File: src/design/vpts_pkg.sv
// Shared types and constants for the vertex projection pipeline.
`default_nettype none
package vpts_pkg;

    localparam int unsigned NUM_REGS  = 8;
    localparam int unsigned CFG_IDX_W = 4;
    localparam int unsigned CFG_W     = 64;

    // Restoring divider geometry: 48 quotient bits, 32-bit remainder.
    localparam int unsigned DIV_BITS = 48;
    localparam int unsigned REM_W    = 32;
    localparam int unsigned WORD_W   = REM_W + DIV_BITS;
    localparam int unsigned Q_W      = DIV_BITS + 1;

    typedef logic signed [31:0] coef_t;
    typedef coef_t [3:0][3:0] mat_t;
    typedef coef_t [3:0] clip_t;

    typedef struct packed {
        logic signed [31:0] vert_x;
        logic signed [31:0] vert_y;
        logic signed [31:0] vert_z;
    } vert_t;

    typedef struct packed {
        logic signed [15:0] screen_x;
        logic signed [15:0] screen_y;
        logic signed [31:0] depth_z;
        logic               w_zero;
    } screen_t;

    // Identity matrix after reset.
    localparam logic [NUM_REGS-1:0][CFG_W-1:0] CFG_RESET = '{
        64'h0000_0000_0001_0000,
        64'h0000_0000_0000_0000,
        64'h0001_0000_0000_0000,
        64'h0000_0000_0000_0000,
        64'h0000_0000_0000_0000,
        64'h0000_0000_0001_0000,
        64'h0000_0000_0000_0000,
        64'h0001_0000_0000_0000
    };

endpackage
`default_nettype wire

File: src/design/vpts_screen.sv
// Two-stage viewport mapping and depth saturation into the output register.
`default_nettype none
module vpts_screen
    import vpts_pkg::*;
#(
    parameter int SCREEN_WIDTH  = 640,
    parameter int SCREEN_HEIGHT = 480
) (
    input  wire logic aclk,
    input  wire logic aresetn,
    input  wire logic en,
    input  wire logic valid_i,
    input  wire logic wz_i,
    input  wire logic signed [Q_W-1:0] qx_i,
    input  wire logic signed [Q_W-1:0] qy_i,
    input  wire logic signed [Q_W-1:0] qz_i,
    output logic      valid_o,
    output screen_t   res_o
);

    localparam logic signed [13:0] SW = 14'(SCREEN_WIDTH);
    localparam logic signed [13:0] SH = 14'(SCREEN_HEIGHT);

    logic signed [63:0] tx_reg, tx_next, ty_reg, ty_next;
    logic signed [31:0] dz_reg, dz_next;
    logic               wz_reg;
    logic               v1_reg, v2_reg;
    screen_t            res_reg, res_next;

    function automatic logic signed [15:0] trunc_sat(input logic signed [63:0] t);
        logic signed [63:0] b;
        logic signed [46:0] s;
        b = t[63] ? t + 64'sd131071 : t;
        s = 47'(b >>> 17);
        if (s > 47'sd32767) return 16'sh7FFF;
        else if (s < -47'sd32768) return 16'sh8000;
        else return s[15:0];
    endfunction

    // Scale (1 - q) by the screen size; saturate depth.
    always_comb begin
        logic signed [49:0] dx, dy;
        dx = 50'sd65536 - 50'(qx_i);
        dy = 50'sd65536 - 50'(qy_i);
        tx_next = dx * SW;
        ty_next = dy * SH;
        if (qz_i > 49'sd2147483647) dz_next = 32'sh7FFF_FFFF;
        else if (qz_i < -49'sd2147483648) dz_next = 32'sh8000_0000;
        else dz_next = qz_i[31:0];
    end

    // Halve with truncation toward zero and clamp to 16 bits.
    always_comb begin
        res_next.screen_x = trunc_sat(tx_reg);
        res_next.screen_y = trunc_sat(ty_reg);
        res_next.depth_z  = dz_reg;
        res_next.w_zero   = wz_reg;
    end

    always_ff @(posedge aclk) begin
        if (!aresetn) begin
            v1_reg <= 1'b0;
            v2_reg <= 1'b0;
        end else if (en) begin
            v1_reg <= valid_i;
            v2_reg <= v1_reg;
        end
    end

    always_ff @(posedge aclk) begin
        if (en) begin
            tx_reg  <= tx_next;
            ty_reg  <= ty_next;
            dz_reg  <= dz_next;
            wz_reg  <= wz_i;
            res_reg <= res_next;
        end
    end

    assign valid_o = v2_reg;
    assign res_o   = res_reg;

endmodule
`default_nettype wire

File: config.mk
export PLATFORM = sky130hd
export DESIGN_NAME = vpts_screen
export DESIGN_NICKNAME = d
export VERILOG_FILES = /design/src/design/vpts_pkg.sv /design/src/design/vpts_screen.sv
export SDC_FILE = /design/constraint.sdc
export NUM_CORES = 1
export LEC_CHECK = 0
export BUFFER_PORTS_ARGS = -buffer_cell sky130_fd_sc_hd__buf_2
export CAP_MARGIN = 20
export CORE_ASPECT_RATIO = 1.75
export CORE_UTILIZATION = 35
export CTS_CLUSTER_DIAMETER = 40
export CTS_CLUSTER_SIZE = 16
export DETAILED_ROUTE_END_ITERATION = 10
export PLACE_DENSITY = 0.51
export SLEW_MARGIN = 10
export SYNTH_ARGS = -nofsm -noshare
export SYNTH_HDL_FRONTEND = slang
export SYNTH_SLANG_ARGS = --single-unit
File: constraint.sdc
create_clock -name aclk -period 7.9 [get_ports aclk]
set_clock_uncertainty 0.15 [all_clocks]
set_input_delay 0 -clock aclk [delete_from_list [all_inputs] [get_ports aclk]]
set_output_delay 0 -clock aclk [all_outputs]
set_load 0.02 [all_outputs]
==> flow_summary.json <==
{
  "relSlewSlack_pct": 23.06,
  "layout.cells.non_filler": 3072,
  "grt_setup_unrepaired": "false",
  "die_area_sq_um": 57250,
  "crit_type": "in -> reg",
  "core-area_sq_um": 55340,
  "p_per_area_nw_per_um2": 241.3,
  "post_cts.repair.setup_buffers": 0,
  "die_w_um": 181.3,
  "setup_violations": 0,
  "diodes": 0,
  "p_comb_share_pct": 46.4,
  "regArea_sq_um": 6256,
  "synth-edff-count": 207,
  "root_buffer": "clkbuf_16",
  "overflow": 0,
  "p_total_mw": 5.603,
  "switching_share_pct": 38.42,
  "pwr-share-seq_pct": 32.4,
  "hp-class": "in -> reg",
  "wire_per_inst_um": 15.06,
  "fin_nets": 2807,
  "hpwl_um": 38800,
  "syn-num-nets": 2507,
  "synth.most_common_cell": "ha_1",
  "totalWireLength_um": 46260,
  "yosys_most_used_dff": "edfxtp_1",
  "crit_fanout": 6,
  "timing_hold_violations_final": 0,
  "grt_pass1_wl_um": 75210,
  "power_switching_mw": 2.153,
  "synth_warnings": 0,
  "max-cap-violations": 0,
  "start_util_pct": 35.58,
  "drtIter0Drc": 456,
  "synthTopCellsByArea": "edfxtp_1, ha_1, xnor2_1, fa_1, xor2_1",
  "fin_crit_sh_pct": 88.31,
  "synthCells": 2058,
  "synth_common_cells": "ha_1, inv_1, edfxtp_1",
  "worstPathArrival_ps": 7110,
  "largest_register_ff_count": 65,
  "htreeDepth": 1,
  "crit_path_start_kind": "input port",
  "clk_pin_slew_ps": 70,
  "cp.required_ps": 8030,
  "vdd_drop_max_mv": 0.1383,
  "cts_tree": "yes",
  "yosysTopAreaCell": "edfxtp_1",
  "timing_worst_slew_pin_value_ps": 1144,
  "ctsHoldBuffers": 75,
  "vias_per_cell": 5.061,
  "dp.cells": 2952,
  "setup-tns-final_ps": 0,
  "clockPowerShare_pct": 21.1,
  "track_usage_pct": 16.10,
  "p_int_mw": 3.450,
  "leakage_nw": 10.05,
  "vias": 15550,
  "synth_area_sq_um": 19690,
  "synth_seq_area_share_pct": 31.77,
  "layout_min_cycle_time_ps": 6976,
  "cts-buffers-inserted": 25,
  "remaining_drc_errors": 0,
  "grt_max_degree": 78,
  "syn_area_per_cell_sq_um": 9.569,
  "clk_latency_ps": 540,
  "cts.sinks": 209,
  "synth.ff_latch_count": 209,
  "yosysTopAreaCellShare_pct": 31.56,
  "ios": 218,
  "outcome": "finished clean",
  "cts_buffer_depth": 3,
  "cts.repair.resized": 0,
  "cp-end-kind": "flop",
  "synth_cell_types": 81,
  "ant_nets": 0,
  "drv_slew": 0,
  "fp.dieH_um": 315.8,
  "rows": 114,
  "portBuffers": 217,
  "clock.fmax_mhz": 143.3,
  "multiInputGateArea_sq_um": 12490,
  "drive_above_1_share_pct": 12.84,
  "grt_pass1_vias": 16180,
  "dr.pass1.iters": 5,
  "synth-async-reset-ratio_pct": 0,
  "antenna_found_initial": 5,
  "syn_to_final_growth_pct": 17.94,
  "fillers": 5546,
  "gp_congestion": 0.8252
}
through the flow:
stage / setup WS [ps] / utilization, % / area, sq um / hold slack, ps
after floorplan: 1664 / - / 19690 / -51.13
final: 923.8 / 41.97 / 23220 / 35.77
after CTS: 775.4 / 41.97 / 23220 / 19.31
after global routing: 319.2 / 41.97 / 23220 / 23.87
after detailed placement: 713.3 / 39.05 / 21610 / 37.86
after global placement: 855.8 / 39.05 / 21610 / 34.69
power groups by stage:
stage | clock (mW) | sequential, mW | combinational, mW
3_3_place_gp | 0 | 1.84 | 2.56
6_report | 1.18 | 1.82 | 2.60
4_1_cts | 1.23 | 1.82 | 2.63
2_1_floorplan | 0 | 1.82 | 1.90
3_5_place_dp | 0 | 1.84 | 2.58
5_1_grt | 1.26 | 1.85 | 2.95
metal layers:
layer	global-route usage, %	vias up	routed length, um
met4	5.951	10	1436
li1	-	7911	-
met2	33.87	286	26020
met5	0	-	55
met1	15.50	7263	17100
met3	1.900	78	1647
critical path: stages:
cell and delay, ps:
dlygate4sd3_1 530, buf_2 150, or4_4 520, nor3_1 350
a21boi_0 280, nor3_1 470, nand2_1 260, nor2_1 390
nand2_1 160, or3_1 360, xor2_1 240, ha_1 280
inv_1 70, fa_1 450, fa_1 520, inv_1 40
ha_1 360, a21o_1 200, a211oi_1 350, inv_1 80
o221ai_1 260, nor2_1 90, a21oi_1 190, a21oi_1 140
a311oi_1 280, a21oi_1 60
placed cells by master, fill, tap and decap left out, types with 6 or more instances in the layout:
master           n
nor3b_1          9
o21bai_1        20
o21a_1          15
buf_4            8
mux2i_1          7
nor4_1          23
inv_1          222
nand2b_1        14
fa_1            67
a21oi_1        126
edfxtp_1       207
buf_2          216
and3_1          30
o31ai_1         10
ha_1           230
nor2_1         168
nor3_1          58
nand3_1         48
dlygate4sd3_1   75
nand3b_1         6
nand2_1        110
a21o_1          67
or2_2            6
xor2_1         108
or4_1           11
clkbuf_16       25
xnor2_1        181
o211ai_1        10
nor2b_1         19
a211oi_1        14
or3_1           20
nand4_1         34
a21boi_0         6
a31oi_1         10
and2_1          12
o21ai_0         84
area by class of cell:
class                      instances  share of cell area [%]
clock buffer                      26                   2.710
clock inverter                    19                   1.013
inverter                         223                   3.604
multi-input combinational       1599                   53.78
sequential                       209                   26.94
tap                              696                   3.750
timing repair buffer             300                   8.205
worst paths after layout:
kind	from	to	slack [ps]	cells past startpoint
setup / recovery	qy_i[4]	ty_reg[62]	920	26
hold reg to reg	dz_reg[23]	res_o[24]	260	0
setup reg to reg	tx_reg[62]	res_o[52]	3360	11
hold / removal	wz_i	wz_reg	40	2
cell families after synthesis:
kind of cell | count (synthesis) | share of synthesized area [%]
AND/OR/NAND/NOR | 598 | 15.52
AO/OA/AOI/OAI | 406 | 13.11
adder cells (fa/ha/maj) | 297 | 21.42
XOR/XNOR | 289 | 12.85
buffers and inverters | 250 | 4.854
flip-flops | 209 | 31.77
multiplexers | 9 | 0.4702
Note: power is estimated with default switching activity, not from simulation.
